===== config.mk =====
export PLATFORM = sky130hd
export DESIGN_NAME = magnetic_track_steering_top_flat
export DESIGN_NICKNAME = d
export VERILOG_FILES = /design/src/rtl/mts_pkg.sv /design/src/rtl/mts_in_if.sv /design/src/rtl/mts_out_if.sv /design/src/rtl/mts_ctrl.sv /design/src/rtl/mts_datapath.sv /design/src/rtl/magnetic_track_steering_top.sv /design/src/flat_wrapper.sv
export SDC_FILE = /design/constraint.sdc
export NUM_CORES = 2
export LEC_CHECK = 0
export BUFFER_PORTS_ARGS = -buffer_cell sky130_fd_sc_hd__buf_2
export CAP_MARGIN = 20
export CORE_MARGIN = 5
export CORE_UTILIZATION = 35
export CTS_BUF_LIST = sky130_fd_sc_hd__clkbuf_8
export DETAILED_ROUTE_END_ITERATION = 10
export SLEW_MARGIN = 20
export SYNTH_ARGS = -nofsm -noshare
export SYNTH_HDL_FRONTEND = slang
export SYNTH_SLANG_ARGS = --single-unit

===== constraint.sdc =====
create_clock -name clk -period 13.3 [get_ports clk]
set_clock_uncertainty 0.15 [all_clocks]
set_input_delay 0.665 -clock clk [delete_from_list [all_inputs] [get_ports clk]]
set_output_delay 0.665 -clock clk [all_outputs]
set_load 0.01 [all_outputs]

===== src/rtl/mts_pkg.sv =====
// Shared types, constants and helpers for the magnetic track steering block.
`default_nettype none

package mts_pkg;

  // Sensor array
  localparam int SENSOR_COUNT    = 6;
  localparam int SENSOR_BITS_DEF = 8;
  localparam int IDX_W           = 3;

  // Sensor positions, left outer to right outer
  localparam logic [IDX_W-1:0] SEN_OUT_L = 3'd0;
  localparam logic [IDX_W-1:0] SEN_MID_L = 3'd1;
  localparam logic [IDX_W-1:0] SEN_CEN_L = 3'd2;
  localparam logic [IDX_W-1:0] SEN_CEN_R = 3'd3;
  localparam logic [IDX_W-1:0] SEN_MID_R = 3'd4;
  localparam logic [IDX_W-1:0] SEN_OUT_R = 3'd5;

  // Configuration port
  localparam int CFG_IDX_W  = 3;
  localparam int CFG_DATA_W = 9;
  localparam logic [CFG_IDX_W-1:0] REG_PROP_GAIN  = 3'd0;
  localparam logic [CFG_IDX_W-1:0] REG_DERIV_GAIN = 3'd1;
  localparam logic [CFG_IDX_W-1:0] REG_STEER_LIM  = 3'd2;
  localparam logic [CFG_IDX_W-1:0] REG_LOST_STEER = 3'd3;
  localparam logic [CFG_IDX_W-1:0] REG_OUTER_LVL  = 3'd4;
  localparam logic [CFG_IDX_W-1:0] REG_INNER_LOST = 3'd5;
  localparam logic [CFG_IDX_W-1:0] REG_MID_LOST   = 3'd6;

  // Register widths and reset values
  localparam int GAIN_W  = 6;
  localparam int LIMIT_W = 9;
  localparam int LEVEL_W = 8;
  localparam logic [GAIN_W-1:0]  RST_PROP_GAIN  = 6'd8;
  localparam logic [GAIN_W-1:0]  RST_DERIV_GAIN = 6'd21;
  localparam logic [LIMIT_W-1:0] RST_STEER_LIM  = 9'd280;
  localparam logic [LIMIT_W-1:0] RST_LOST_STEER = 9'd300;
  localparam logic [LEVEL_W-1:0] RST_OUTER_LVL  = 8'd50;
  localparam logic [LEVEL_W-1:0] RST_INNER_LOST = 8'd30;
  localparam logic [LEVEL_W-1:0] RST_MID_LOST   = 8'd60;

  // Datapath widths
  localparam int ERR_W   = 11;
  localparam int STEER_W = 10;
  localparam int PP_W    = ERR_W + GAIN_W + 1;      // err * prop gain
  localparam int PDF_W   = ERR_W + 1 + GAIN_W + 1;  // delta err * deriv gain
  localparam int PD_W    = PDF_W + 1;
  localparam int GP_W    = 8;                       // gain product, hundredths
  localparam int X_W     = PD_W + GP_W + 1;
  localparam int CAP_W   = 19;

  // Error saturation bounds
  localparam int ERR_POS_MAX = 1023;
  localparam int ERR_NEG_MAG = 1024;

  // Divide by ten: q ~= (m * 26214) >> 18, low by at most one
  localparam int                RECIP10_W     = 15;
  localparam logic [RECIP10_W-1:0] RECIP10    = 15'd26214;
  localparam int                RECIP10_SHIFT = 18;
  localparam int                TEN           = 10;

  // Divide by thousand: q ~= (m * 268435) >> 28, low by at most one
  localparam logic [CAP_W-1:0] RECIP1000     = 19'd268435;
  localparam int               RECIP1000_SHIFT = 28;
  localparam int               THOUSAND      = 1000;
  localparam logic [CAP_W-1:0] CAP_MAX       = 19'd511999;

  // Gain factors in tenths
  localparam logic [3:0] F_CENTER = 4'd2;
  localparam logic [3:0] F_CUT    = 4'd3;
  localparam logic [3:0] F_UNIT   = 4'd10;
  localparam logic [3:0] F_BOOST  = 4'd12;
  localparam logic [3:0] F_NEAR   = 4'd13;
  localparam logic [3:0] F_WIDE   = 4'd14;
  localparam int         NEAR_MARGIN = 15;

  // Remembered side
  localparam logic [1:0] SIDE_NONE = 2'b00;
  localparam logic [1:0] SIDE_POS  = 2'b01;
  localparam logic [1:0] SIDE_NEG  = 2'b11;

  // Controller to datapath commands
  typedef struct packed {
    logic             capture;
    logic             scan_en;
    logic [IDX_W-1:0] scan_idx;
    logic             err_num;
    logic             err_mul;
    logic             err_fix;
    logic             pd_mul;
    logic             pd_sum;
    logic             gain;
    logic             st_mul;
    logic             div_mul;
    logic             finish;
  } mts_cmd_t;

  // Datapath to controller status
  typedef struct packed {
    logic out_free;
  } mts_sts_t;

  // Pattern factor from the top-two sensor pair
  function automatic logic [3:0] pattern_factor(input logic [IDX_W-1:0] top,
                                                input logic [IDX_W-1:0] sec,
                                                input logic             near21,
                                                input logic             near34);
    logic [3:0] f;
    f = F_UNIT;
    case (top)
      SEN_MID_L: begin
        if (sec == SEN_CEN_L) f = F_BOOST;
        else if (sec == SEN_OUT_L) f = F_WIDE;
      end
      SEN_CEN_L: begin
        if (sec == SEN_MID_L) f = near21 ? F_NEAR : F_UNIT;
        else if (sec == SEN_CEN_R) f = F_CENTER;
      end
      SEN_CEN_R: begin
        if (sec == SEN_MID_R) f = near34 ? F_NEAR : F_UNIT;
        else if (sec == SEN_CEN_L) f = F_CENTER;
      end
      SEN_MID_R: begin
        if (sec == SEN_CEN_R) f = F_BOOST;
        else if (sec == SEN_OUT_R) f = F_WIDE;
      end
      default: f = F_UNIT;
    endcase
    return f;
  endfunction

endpackage

`default_nettype wire


===== src/rtl/mts_in_if.sv =====
// Input channel: six inductor readings and the ring flag.
`default_nettype none

interface mts_in_if #(
  parameter int SENSOR_BITS = mts_pkg::SENSOR_BITS_DEF
);
  logic                   valid;
  logic                   ready;
  logic [SENSOR_BITS-1:0] sense0;
  logic [SENSOR_BITS-1:0] sense1;
  logic [SENSOR_BITS-1:0] sense2;
  logic [SENSOR_BITS-1:0] sense3;
  logic [SENSOR_BITS-1:0] sense4;
  logic [SENSOR_BITS-1:0] sense5;
  logic                   ring_active;

  modport source (output valid, sense0, sense1, sense2, sense3, sense4, sense5,
                  ring_active, input ready);
  modport sink   (input valid, sense0, sense1, sense2, sense3, sense4, sense5,
                  ring_active, output ready);
endinterface

`default_nettype wire


===== src/rtl/mts_out_if.sv =====
// Result channel: steering command and track-lost flag.
`default_nettype none

interface mts_out_if;
  import mts_pkg::*;

  logic                      valid;
  logic                      ready;
  logic signed [STEER_W-1:0] steer;
  logic                      track_lost;

  modport source (output valid, steer, track_lost, input ready);
  modport sink   (input valid, steer, track_lost, output ready);
endinterface

`default_nettype wire


===== src/rtl/mts_ctrl.sv =====
// Sequencer: accepts a transaction and steps the datapath through one item.
`default_nettype none

module mts_ctrl (
  input  wire                clk,
  input  wire                rst_n,
  input  wire                in_valid,
  output logic               in_ready,
  input  mts_pkg::mts_sts_t  sts,
  output mts_pkg::mts_cmd_t  cmd
);
  import mts_pkg::*;

  localparam logic [2:0] ST_IDLE = 3'd0;
  localparam logic [2:0] ST_SCAN = 3'd1;
  localparam logic [2:0] ST_GAIN = 3'd2;
  localparam logic [2:0] ST_MUL  = 3'd3;
  localparam logic [2:0] ST_DIV  = 3'd4;
  localparam logic [2:0] ST_DONE = 3'd5;

  // Arithmetic steps overlapped with the sensor scan
  localparam logic [IDX_W-1:0] STEP_NUM  = 3'd0;
  localparam logic [IDX_W-1:0] STEP_RMUL = 3'd1;
  localparam logic [IDX_W-1:0] STEP_FIX  = 3'd2;
  localparam logic [IDX_W-1:0] STEP_PMUL = 3'd3;
  localparam logic [IDX_W-1:0] STEP_PSUM = 3'd4;
  localparam logic [IDX_W-1:0] SCAN_LAST = IDX_W'(SENSOR_COUNT - 1);

  logic [2:0]       state_r, state_nxt;
  logic [IDX_W-1:0] cnt_r, cnt_nxt;

  // Next state and command decode
  always_comb begin
    state_nxt = state_r;
    cnt_nxt   = cnt_r;
    cmd       = '0;
    in_ready  = 1'b0;
    unique case (state_r)
      ST_IDLE: begin
        in_ready = 1'b1;
        if (in_valid) begin
          cmd.capture = 1'b1;
          cnt_nxt     = '0;
          state_nxt   = ST_SCAN;
        end
      end
      ST_SCAN: begin
        cmd.scan_en  = 1'b1;
        cmd.scan_idx = cnt_r;
        cmd.err_num  = (cnt_r == STEP_NUM);
        cmd.err_mul  = (cnt_r == STEP_RMUL);
        cmd.err_fix  = (cnt_r == STEP_FIX);
        cmd.pd_mul   = (cnt_r == STEP_PMUL);
        cmd.pd_sum   = (cnt_r == STEP_PSUM);
        cnt_nxt      = cnt_r + 1'b1;
        if (cnt_r == SCAN_LAST) state_nxt = ST_GAIN;
      end
      ST_GAIN: begin
        cmd.gain  = 1'b1;
        state_nxt = ST_MUL;
      end
      ST_MUL: begin
        cmd.st_mul = 1'b1;
        state_nxt  = ST_DIV;
      end
      ST_DIV: begin
        cmd.div_mul = 1'b1;
        state_nxt   = ST_DONE;
      end
      ST_DONE: begin
        if (sts.out_free) begin
          cmd.finish = 1'b1;
          state_nxt  = ST_IDLE;
        end
      end
      default: state_nxt = ST_IDLE;
    endcase
  end

  always_ff @(posedge clk) begin
    if (!rst_n) begin
      state_r <= ST_IDLE;
      cnt_r   <= '0;
    end else begin
      state_r <= state_nxt;
      cnt_r   <= cnt_nxt;
    end
  end

endmodule

`default_nettype wire


===== src/rtl/mts_datapath.sv =====
// Datapath: config registers, error, top-two scan, PD, gain, scaling and output register.
`default_nettype none

module mts_datapath #(
  parameter int SENSOR_BITS = mts_pkg::SENSOR_BITS_DEF
) (
  input  wire                                        clk,
  input  wire                                        rst_n,
  input  mts_pkg::mts_cmd_t                          cmd,
  output mts_pkg::mts_sts_t                          sts,
  input  wire [mts_pkg::SENSOR_COUNT-1:0][SENSOR_BITS-1:0] in_sense,
  input  wire                                        in_ring,
  input  wire                                        cfg_we,
  input  wire [mts_pkg::CFG_IDX_W-1:0]               cfg_idx,
  input  wire [mts_pkg::CFG_DATA_W-1:0]              cfg_data,
  output logic                                       out_valid,
  input  wire                                        out_ready,
  output logic signed [mts_pkg::STEER_W-1:0]         out_steer,
  output logic                                       out_lost
);
  import mts_pkg::*;

  localparam int B      = SENSOR_BITS;
  localparam int NUM_W  = B + 6;
  localparam int MAG_W  = B + 5;
  localparam int PE_W   = MAG_W + RECIP10_W;
  localparam int Q10_W  = PE_W - RECIP10_SHIFT;
  localparam int QF_W   = Q10_W + 1;
  localparam int PQ_W   = 2 * CAP_W;

  // Configuration registers
  logic [GAIN_W-1:0]  prop_r, deriv_r;
  logic [LIMIT_W-1:0] limit_r, lost_steer_r;
  logic [LEVEL_W-1:0] outer_lvl_r, inner_lost_r, mid_lost_r;

  always_ff @(posedge clk) begin
    if (!rst_n) begin
      prop_r       <= RST_PROP_GAIN;
      deriv_r      <= RST_DERIV_GAIN;
      limit_r      <= RST_STEER_LIM;
      lost_steer_r <= RST_LOST_STEER;
      outer_lvl_r  <= RST_OUTER_LVL;
      inner_lost_r <= RST_INNER_LOST;
      mid_lost_r   <= RST_MID_LOST;
    end else if (cfg_we) begin
      unique case (cfg_idx)
        REG_PROP_GAIN:  prop_r       <= cfg_data[GAIN_W-1:0];
        REG_DERIV_GAIN: deriv_r      <= cfg_data[GAIN_W-1:0];
        REG_STEER_LIM:  limit_r      <= cfg_data[LIMIT_W-1:0];
        REG_LOST_STEER: lost_steer_r <= cfg_data[LIMIT_W-1:0];
        REG_OUTER_LVL:  outer_lvl_r  <= cfg_data[LEVEL_W-1:0];
        REG_INNER_LOST: inner_lost_r <= cfg_data[LEVEL_W-1:0];
        REG_MID_LOST:   mid_lost_r   <= cfg_data[LEVEL_W-1:0];
        default: ;
      endcase
    end
  end

  // Captured transaction
  logic [B-1:0] s_r [SENSOR_COUNT];
  logic         ring_r;

  always_ff @(posedge clk) begin
    if (cmd.capture) begin
      for (int i = 0; i < SENSOR_COUNT; i++) s_r[i] <= in_sense[i];
      ring_r <= in_ring;
    end
  end

  // Error numerator 21*(s1-s4) + 10*(s2-s3), kept as sign and magnitude
  logic signed [B:0]       d14, d23;
  logic signed [NUM_W-1:0] a14, a23, num;
  logic [NUM_W-1:0]        num_abs;
  logic [MAG_W-1:0]        mag_r;
  logic                    neg_r;
  logic [PE_W-1:0]         prod_e_r;

  assign d14     = $signed({1'b0, s_r[SEN_MID_L]}) - $signed({1'b0, s_r[SEN_MID_R]});
  assign d23     = $signed({1'b0, s_r[SEN_CEN_L]}) - $signed({1'b0, s_r[SEN_CEN_R]});
  assign a14     = NUM_W'(d14);
  assign a23     = NUM_W'(d23);
  assign num     = (a14 <<< 4) + (a14 <<< 2) + a14 + (a23 <<< 3) + (a23 <<< 1);
  assign num_abs = num[NUM_W-1] ? NUM_W'(-num) : NUM_W'(num);

  always_ff @(posedge clk) begin
    if (cmd.err_num) begin
      mag_r <= num_abs[MAG_W-1:0];
      neg_r <= num[NUM_W-1];
    end
    if (cmd.err_mul) prod_e_r <= PE_W'(mag_r) * PE_W'(RECIP10);
  end

  // Divide by ten with one correction step, then saturate to the error range
  logic [Q10_W-1:0]        q10;
  logic [MAG_W-1:0]        rem10;
  logic [QF_W-1:0]         q10f;
  logic signed [ERR_W-1:0] err_nxt;
  logic signed [ERR_W-1:0] err_r;
  logic signed [ERR_W-1:0] prev_err_r;

  assign q10   = prod_e_r[PE_W-1:RECIP10_SHIFT];
  assign rem10 = mag_r - (MAG_W'({q10, 3'b000}) + MAG_W'({q10, 1'b0}));
  assign q10f  = QF_W'(q10) + QF_W'(rem10 >= MAG_W'(TEN));

  always_comb begin
    if (neg_r) begin
      if (q10f > QF_W'(ERR_NEG_MAG)) err_nxt = -ERR_W'(ERR_NEG_MAG);
      else                           err_nxt = ERR_W'(0) - q10f[ERR_W-1:0];
    end else begin
      if (q10f > QF_W'(ERR_POS_MAX)) err_nxt = ERR_W'(ERR_POS_MAX);
      else                           err_nxt = q10f[ERR_W-1:0];
    end
  end

  always_ff @(posedge clk) begin
    if (cmd.err_fix) err_r <= err_nxt;
  end

  // PD term
  logic signed [ERR_W:0]    derr;
  logic signed [GAIN_W:0]   pgain, dgain;
  logic signed [PP_W-1:0]   prod_p_r;
  logic signed [PDF_W-1:0]  prod_d_r;
  logic signed [PD_W-1:0]   pd_r;

  assign derr  = {err_r[ERR_W-1], err_r} - {prev_err_r[ERR_W-1], prev_err_r};
  assign pgain = {1'b0, prop_r};
  assign dgain = {1'b0, deriv_r};

  always_ff @(posedge clk) begin
    if (cmd.pd_mul) begin
      prod_p_r <= err_r * pgain;
      prod_d_r <= derr * dgain;
    end
    if (cmd.pd_sum) pd_r <= PD_W'(prod_p_r) + PD_W'(prod_d_r);
  end

  // Top-two scan, one sensor per cycle, lowest index wins ties
  logic [B-1:0]     scan_v;
  logic [B-1:0]     top_v_r, sec_v_r;
  logic [IDX_W-1:0] top_i_r, sec_i_r;
  logic             sec_ok_r;

  assign scan_v = s_r[cmd.scan_idx];

  always_ff @(posedge clk) begin
    if (cmd.scan_en) begin
      if (cmd.scan_idx == SEN_OUT_L) begin
        top_v_r  <= scan_v;
        top_i_r  <= cmd.scan_idx;
        sec_ok_r <= 1'b0;
      end else if (scan_v > top_v_r) begin
        sec_v_r  <= top_v_r;
        sec_i_r  <= top_i_r;
        sec_ok_r <= 1'b1;
        top_v_r  <= scan_v;
        top_i_r  <= cmd.scan_idx;
      end else if (!sec_ok_r || scan_v > sec_v_r) begin
        sec_v_r  <= scan_v;
        sec_i_r  <= cmd.scan_idx;
        sec_ok_r <= 1'b1;
      end
    end
  end

  // Gain product from outer levels and the top-two pattern
  logic [B-1:0]   ol;
  logic           a0, a5, b0, b5, near21, near34;
  logic [B-1:0]   diff21, diff34;
  logic [3:0]     outer_f, pat_f;
  logic [GP_W-1:0] gp_r;

  assign ol     = B'(outer_lvl_r);
  assign a0     = s_r[SEN_OUT_L] > ol;
  assign a5     = s_r[SEN_OUT_R] > ol;
  assign b0     = s_r[SEN_OUT_L] < ol;
  assign b5     = s_r[SEN_OUT_R] < ol;
  assign diff21 = s_r[SEN_CEN_L] - s_r[SEN_MID_L];
  assign diff34 = s_r[SEN_CEN_R] - s_r[SEN_MID_R];
  assign near21 = diff21 < B'(NEAR_MARGIN);
  assign near34 = diff34 < B'(NEAR_MARGIN);
  assign pat_f  = pattern_factor(top_i_r, sec_i_r, near21, near34);

  always_comb begin
    if (a0 || a5)      outer_f = (a0 && a5 && !ring_r) ? F_CUT : F_BOOST;
    else if (b0 && b5) outer_f = F_CUT;
    else               outer_f = F_UNIT;
  end

  always_ff @(posedge clk) begin
    if (cmd.gain) gp_r <= GP_W'(outer_f) * GP_W'(pat_f);
  end

  // Scaled steering value and divide by thousand
  logic signed [GP_W:0]  gp_s;
  logic signed [X_W-1:0] x_r;
  logic [X_W-1:0]        x_abs;
  logic [CAP_W-1:0]      cap_r;
  logic                  x_neg_r;
  logic [PQ_W-1:0]       prod_q_r;

  assign gp_s  = {1'b0, gp_r};
  assign x_abs = x_r[X_W-1] ? X_W'(-x_r) : X_W'(x_r);

  always_ff @(posedge clk) begin
    if (cmd.st_mul) x_r <= pd_r * gp_s;
    if (cmd.div_mul) begin
      x_neg_r  <= x_r[X_W-1];
      cap_r    <= (x_abs > X_W'(CAP_MAX)) ? CAP_MAX : x_abs[CAP_W-1:0];
      prod_q_r <= (x_abs > X_W'(CAP_MAX)) ? PQ_W'(CAP_MAX) * PQ_W'(RECIP1000)
                                          : PQ_W'(x_abs[CAP_W-1:0]) * PQ_W'(RECIP1000);
    end
  end

  // Correction, clamp, lost handling
  logic [LIMIT_W-1:0]        q1k;
  logic [CAP_W-1:0]          rem1k;
  logic [STEER_W-1:0]        q1kf, mag_s;
  logic signed [STEER_W-1:0] steer_calc, steer_nxt;
  logic                      lost_now;

  assign q1k   = prod_q_r[RECIP1000_SHIFT+LIMIT_W-1:RECIP1000_SHIFT];
  assign rem1k = cap_r - CAP_W'(q1k) * CAP_W'(THOUSAND);
  assign q1kf  = STEER_W'(q1k) + STEER_W'(rem1k >= CAP_W'(THOUSAND));
  assign mag_s = (q1kf > STEER_W'(limit_r)) ? STEER_W'(limit_r) : q1kf;
  assign steer_calc = x_neg_r ? -$signed(mag_s) : $signed(mag_s);

  assign lost_now = (s_r[SEN_CEN_L] < B'(inner_lost_r)) && (s_r[SEN_CEN_R] < B'(inner_lost_r))
                 && (s_r[SEN_MID_L] < B'(mid_lost_r))   && (s_r[SEN_MID_R] < B'(mid_lost_r));

  logic [1:0] side_r;

  always_comb begin
    if (lost_now) begin
      case (side_r)
        SIDE_POS: steer_nxt = $signed(STEER_W'(lost_steer_r));
        SIDE_NEG: steer_nxt = -$signed(STEER_W'(lost_steer_r));
        default:  steer_nxt = '0;
      endcase
    end else begin
      steer_nxt = steer_calc;
    end
  end

  // Item state: previous error and remembered side
  always_ff @(posedge clk) begin
    if (!rst_n) begin
      prev_err_r <= '0;
      side_r     <= SIDE_NONE;
    end else if (cmd.finish) begin
      prev_err_r <= err_r;
      if (!lost_now) side_r <= (!x_neg_r && mag_s != '0) ? SIDE_POS : SIDE_NEG;
    end
  end

  // Output register
  logic                      out_valid_r;
  logic signed [STEER_W-1:0] out_steer_r;
  logic                      out_lost_r;

  always_ff @(posedge clk) begin
    if (!rst_n) begin
      out_valid_r <= 1'b0;
    end else if (cmd.finish) begin
      out_valid_r <= 1'b1;
    end else if (out_ready) begin
      out_valid_r <= 1'b0;
    end
  end

  always_ff @(posedge clk) begin
    if (cmd.finish) begin
      out_steer_r <= steer_nxt;
      out_lost_r  <= lost_now;
    end
  end

  assign sts.out_free = !out_valid_r || out_ready;
  assign out_valid    = out_valid_r;
  assign out_steer    = out_steer_r;
  assign out_lost     = out_lost_r;

endmodule

`default_nettype wire


===== src/rtl/magnetic_track_steering_top.sv =====
// Top level of the magnetic track steering block.
// Each transaction passes through an accept state, a scan state in which
// a single comparator walks the sensors to find the two strongest (the error
// divide and PD multiplies run alongside), then gain, scale multiply,
// divide-by-thousand multiply and a final correct/clamp state that loads the
// result register, waiting there while the previous result is not yet taken;
// the result register lets the next transaction in while the previous result
// still waits on out_bus. Configuration writes take effect on the next edge
// and belong between transactions.
`default_nettype none

module magnetic_track_steering_top #(
  parameter int SENSOR_BITS = mts_pkg::SENSOR_BITS_DEF
) (
  input  wire                             clk,
  input  wire                             rst_n,
  mts_in_if.sink                          in_bus,
  mts_out_if.source                       out_bus,
  input  wire                             cfg_we,
  input  wire [mts_pkg::CFG_IDX_W-1:0]    cfg_idx,
  input  wire [mts_pkg::CFG_DATA_W-1:0]   cfg_data
);
  import mts_pkg::*;

  mts_cmd_t cmd;
  mts_sts_t sts;
  logic [SENSOR_COUNT-1:0][SENSOR_BITS-1:0] sense_w;

  assign sense_w[SEN_OUT_L] = in_bus.sense0;
  assign sense_w[SEN_MID_L] = in_bus.sense1;
  assign sense_w[SEN_CEN_L] = in_bus.sense2;
  assign sense_w[SEN_CEN_R] = in_bus.sense3;
  assign sense_w[SEN_MID_R] = in_bus.sense4;
  assign sense_w[SEN_OUT_R] = in_bus.sense5;

  mts_ctrl u_ctrl (
    .clk      (clk),
    .rst_n    (rst_n),
    .in_valid (in_bus.valid),
    .in_ready (in_bus.ready),
    .sts      (sts),
    .cmd      (cmd)
  );

  mts_datapath #(
    .SENSOR_BITS (SENSOR_BITS)
  ) u_dp (
    .clk       (clk),
    .rst_n     (rst_n),
    .cmd       (cmd),
    .sts       (sts),
    .in_sense  (sense_w),
    .in_ring   (in_bus.ring_active),
    .cfg_we    (cfg_we),
    .cfg_idx   (cfg_idx),
    .cfg_data  (cfg_data),
    .out_valid (out_bus.valid),
    .out_ready (out_bus.ready),
    .out_steer (out_bus.steer),
    .out_lost  (out_bus.track_lost)
  );

endmodule

`default_nettype wire


===== src/flat_wrapper.sv =====
// flat-port wrapper written by rule: the top's interface ports become plain ports
module magnetic_track_steering_top_flat import mts_pkg::*;
#(
  parameter int SENSOR_BITS = mts_pkg::SENSOR_BITS_DEF
)
  (clk, rst_n, cfg_we, cfg_idx, cfg_data, in_bus_valid, in_bus_sense0, in_bus_sense1, in_bus_sense2, in_bus_sense3, in_bus_sense4, in_bus_sense5, in_bus_ring_active, in_bus_ready, out_bus_valid, out_bus_steer, out_bus_track_lost, out_bus_ready);
  mts_in_if #(.SENSOR_BITS(SENSOR_BITS)) in_bus_i ();
  mts_out_if out_bus_i ();
  input  wire clk;
  input  wire rst_n;
  input  wire cfg_we;
  input  wire [mts_pkg::CFG_IDX_W-1:0] cfg_idx;
  input  wire [mts_pkg::CFG_DATA_W-1:0] cfg_data;
  input wire logic [$bits(in_bus_i.valid)-1:0] in_bus_valid;
  input wire logic [$bits(in_bus_i.sense0)-1:0] in_bus_sense0;
  input wire logic [$bits(in_bus_i.sense1)-1:0] in_bus_sense1;
  input wire logic [$bits(in_bus_i.sense2)-1:0] in_bus_sense2;
  input wire logic [$bits(in_bus_i.sense3)-1:0] in_bus_sense3;
  input wire logic [$bits(in_bus_i.sense4)-1:0] in_bus_sense4;
  input wire logic [$bits(in_bus_i.sense5)-1:0] in_bus_sense5;
  input wire logic [$bits(in_bus_i.ring_active)-1:0] in_bus_ring_active;
  output wire logic [$bits(in_bus_i.ready)-1:0] in_bus_ready;
  output wire logic [$bits(out_bus_i.valid)-1:0] out_bus_valid;
  output wire logic [$bits(out_bus_i.steer)-1:0] out_bus_steer;
  output wire logic [$bits(out_bus_i.track_lost)-1:0] out_bus_track_lost;
  input wire logic [$bits(out_bus_i.ready)-1:0] out_bus_ready;
  assign in_bus_i.valid = in_bus_valid;
  assign in_bus_i.sense0 = in_bus_sense0;
  assign in_bus_i.sense1 = in_bus_sense1;
  assign in_bus_i.sense2 = in_bus_sense2;
  assign in_bus_i.sense3 = in_bus_sense3;
  assign in_bus_i.sense4 = in_bus_sense4;
  assign in_bus_i.sense5 = in_bus_sense5;
  assign in_bus_i.ring_active = in_bus_ring_active;
  assign in_bus_ready = in_bus_i.ready;
  assign out_bus_valid = out_bus_i.valid;
  assign out_bus_steer = out_bus_i.steer;
  assign out_bus_track_lost = out_bus_i.track_lost;
  assign out_bus_i.ready = out_bus_ready;
  magnetic_track_steering_top #(.SENSOR_BITS(SENSOR_BITS)) u_core (.clk(clk), .rst_n(rst_n), .in_bus(in_bus_i), .out_bus(out_bus_i), .cfg_we(cfg_we), .cfg_idx(cfg_idx), .cfg_data(cfg_data));
endmodule

==> flow_summary.toml <==
[outcome]
outcome = "complete, no violations"

[synth]
synth.distinct_cells = 70
yosys_most_used_dff = "edfxtp_1"
synth_top_area_frac = 0.2064
synthTopCellsByArea = "fa_1 21%, ha_1 19%, edfxtp_1 19%"
synth_edf_count = 238
synth-seq-cells = 312
yosysSeqAreaShare = 0.2264
avgSynthCellArea_um2 = 9.611
yosysTopAreaCell = "fa_1"
syn_area_um2 = 38110
synth_nets = 5007
syn-instance-count = 3965
ys.warnings.count = 0
ys_async_sr_fraction = 0

[floorplanning]
core_region_area_um2 = 108600
start_util = 0.3511
dieArea_um2 = 115600
die_w_um = 340.0
rows = 121
die_h_um = 340.0
io_pins = 79

[placement]
place_congestion = 0.8414
dp_hpwl_um = 72840
port_buffers = 78
dpl_cell_area_um2 = 40090
place_ws_ns = 4.001

[timing]
final.setup.tns_ns = 0
slew_violations = 0
timing.final.ws_setup_ns = 3.969
min_period_ns = 9.331
tightest_slew_ns = 1.076
final.period_utilization = 0.7016
slew_headroom = 0.2829
fmax_ghz = 0.1072
rsz0062_at_grt = "no"
setup_violations = 0
final_hold_viol_count = 0

[layout]
finalInstanceArea_um2 = 41700
final_common_cell = "inv_1"
nets = 5124
drive_gt1_frac = 0.05165
nFillCells = 10840
layout_common_cells = "729 x inv_1, 583 x ha_1, 393 x fa_1"
area_delta_synth_final_pct = 9.410

[clock_network]
clk_latency_ns = 0.67
cts.repair.resized = 0
clock-root-buffer = "clkbuf_8"
cts_buffers = 57
postCtsSetupBuffers = 0
cts_tree = "built"
clock-sinks = 312
htreeDepth = 2
cts_buffer_depth = 3
hold_buffers = 47
path_clk_slew_ns = 0.06

[worst_setup_path]
endpoint_kind = "register"
cp_common_cell = "ha_1"
r2r_end = "u_core.u_dp.out_steer[8]"
r2r_setup_slack_ns = 3.97
crit_fanout = 17
worstRegToRegCells = 39
slowest_stage = "fa_1"
crit_required_ns = 13.53
crit_type = "register to register"
start_kind = "register"
arrival_ns = 9.56
critPathMaxStageDelay_ns = 0.64
r2r_start = "u_core.u_dp.prod_q_r[28]"

[drt]
drt_iter0_drc = 1310
routedWlPerCell_um = 15.79
num_vias = 27260
wl_um = 87500
avgViaCountPerCell = 4.918
ant_nets = 0
first_pass_iters = 4
drc = 0

[hold_path]
hold_end = "u_core.u_dp.s_r[2][0]"
hold_class = "primary input to register"
hold_start = "in_bus_sense2[0]"
min_path_cells = 1

[grt]
antenna_found_initial = 10
grt_pass1_vias = 28480
grt_max_degree = 50
grt_use_total = 0.1531
grt_pass1_wl_um = 146700
overflow = 0

[run]
drv_cap = 0
==> stage by stage <==
stage	utilization	hold slack, ns	instances
2_1_floorplan	-	0.2863	3965
3_3_place_gp	0.3692	0.2939	5390
5_1_grt	0.3840	0.04420	5538
6_report	0.3841	0.08835	5542
4_1_cts	0.3839	0.01558	5538
3_5_place_dp	0.3693	0.3013	5390
==> layer usage <==
| metal | vias up | routed length [um] | track usage |
|---|---|---|---|
| met5 | - | 75 | 0 |
| li1 | 13460 | - | - |
| met3 | 127 | 3804 | 0.02478 |
| met1 | 13220 | 41270 | 0.2082 |
| met2 | 440 | 40510 | 0.2575 |
| met4 | 10 | 1845 | 0.03456 |
==> Yosys cell counts, types with 57 or more instances <==
library cell	n
o21ai_0	122
edfxtp_1	238
fa_1	393
inv_1	713
clkbuf_1	74
xnor2_1	161
nand3_1	57
a21oi_1	196
xor2_1	64
and2_1	185
ha_1	583
nand2_1	333
dfxtp_1	74
a21o_1	62
nor2_1	148
==> how the worst max path moves through the flow <==
| stage | slack (ns) | to | from |
|---|---|---|---|
| 5_1_grt | 3.31 | u_core.u_dp.out_steer[8] | u_core.u_dp.prod_q_r[29] |
| 4_1_cts | 4.01 | u_core.u_dp.out_steer[8] | u_core.u_dp.prod_q_r[28] |
| 6_report | 3.97 | u_core.u_dp.out_steer[8] | u_core.u_dp.prod_q_r[28] |
| 2_1_floorplan | 5.05 | u_core.u_dp.out_steer[7] | u_core.u_dp.prod_q_r[28] |
| 3_5_place_dp | 4.00 | u_core.u_dp.out_steer[8] | u_core.u_dp.prod_q_r[28] |
| 3_3_place_gp | 4.14 | u_core.u_dp.out_steer[8] | u_core.u_dp.prod_q_r[29] |
==> critical path, delay by kind of cell (launching register included) <==
| family | cells | cell delay [ns] |
|---|---|---|
| AO/OA/AOI/OAI | 14 | 2.95 |
| AND/OR/NAND/NOR | 7 | 0.82 |
| flip-flops | 1 | 0.53 |
| buffers and inverters | 5 | 0.58 |
| XOR/XNOR | 4 | 0.72 |
| adder cells (fa/ha/maj) | 9 | 3.27 |
==> state kept, by name, summed over array words and instances (netlist names), 10 cells and up <==
name and count:
u_core.u_dp.cap_r 16, u_core.u_dp.err_r 11, u_core.u_dp.mag_r 13, u_core.u_dp.out_steer 10, u_core.u_dp.pd_r 20, u_core.u_dp.prev_err_r 11, u_core.u_dp.prod_d_r 19, u_core.u_dp.prod_e_r 10
u_core.u_dp.prod_p_r 18, u_core.u_dp.s_r 48, u_core.u_dp.x_r 29
==> layout make-up <==
type | instances | area, um^2 | share of cell area
multi-input combinational | 2861 | 26540 | 0.6366
sequential | 312 | 8630 | 0.2070
inverter | 713 | 2678 | 0.06422
tap | 1414 | 1769 | 0.04243
timing repair buffer | 137 | 950.9 | 0.02281
clock buffer | 61 | 839.6 | 0.02014
clock inverter | 40 | 274.0 | 0.006572
antenna | 4 | 10.01 | 0.0002401
==> cells by family (layout without fill, tap and decap cells) <==
group	Yosys count	after routing	synth area share
other	0	4	0
adders and majority gates	976	976	0.3979
xor gates and xnor gates	225	225	0.05171
AOI/OAI and AO/OA	611	611	0.1017
and+or+nand+nor	1005	1005	0.1324
muxes	44	44	0.01175
DFF	312	312	0.2264
buffers and inverters	792	951	0.07811
Power is not shown: default switching activity piles up to over one toggle a cycle in this logic, so the estimate is an artifact.
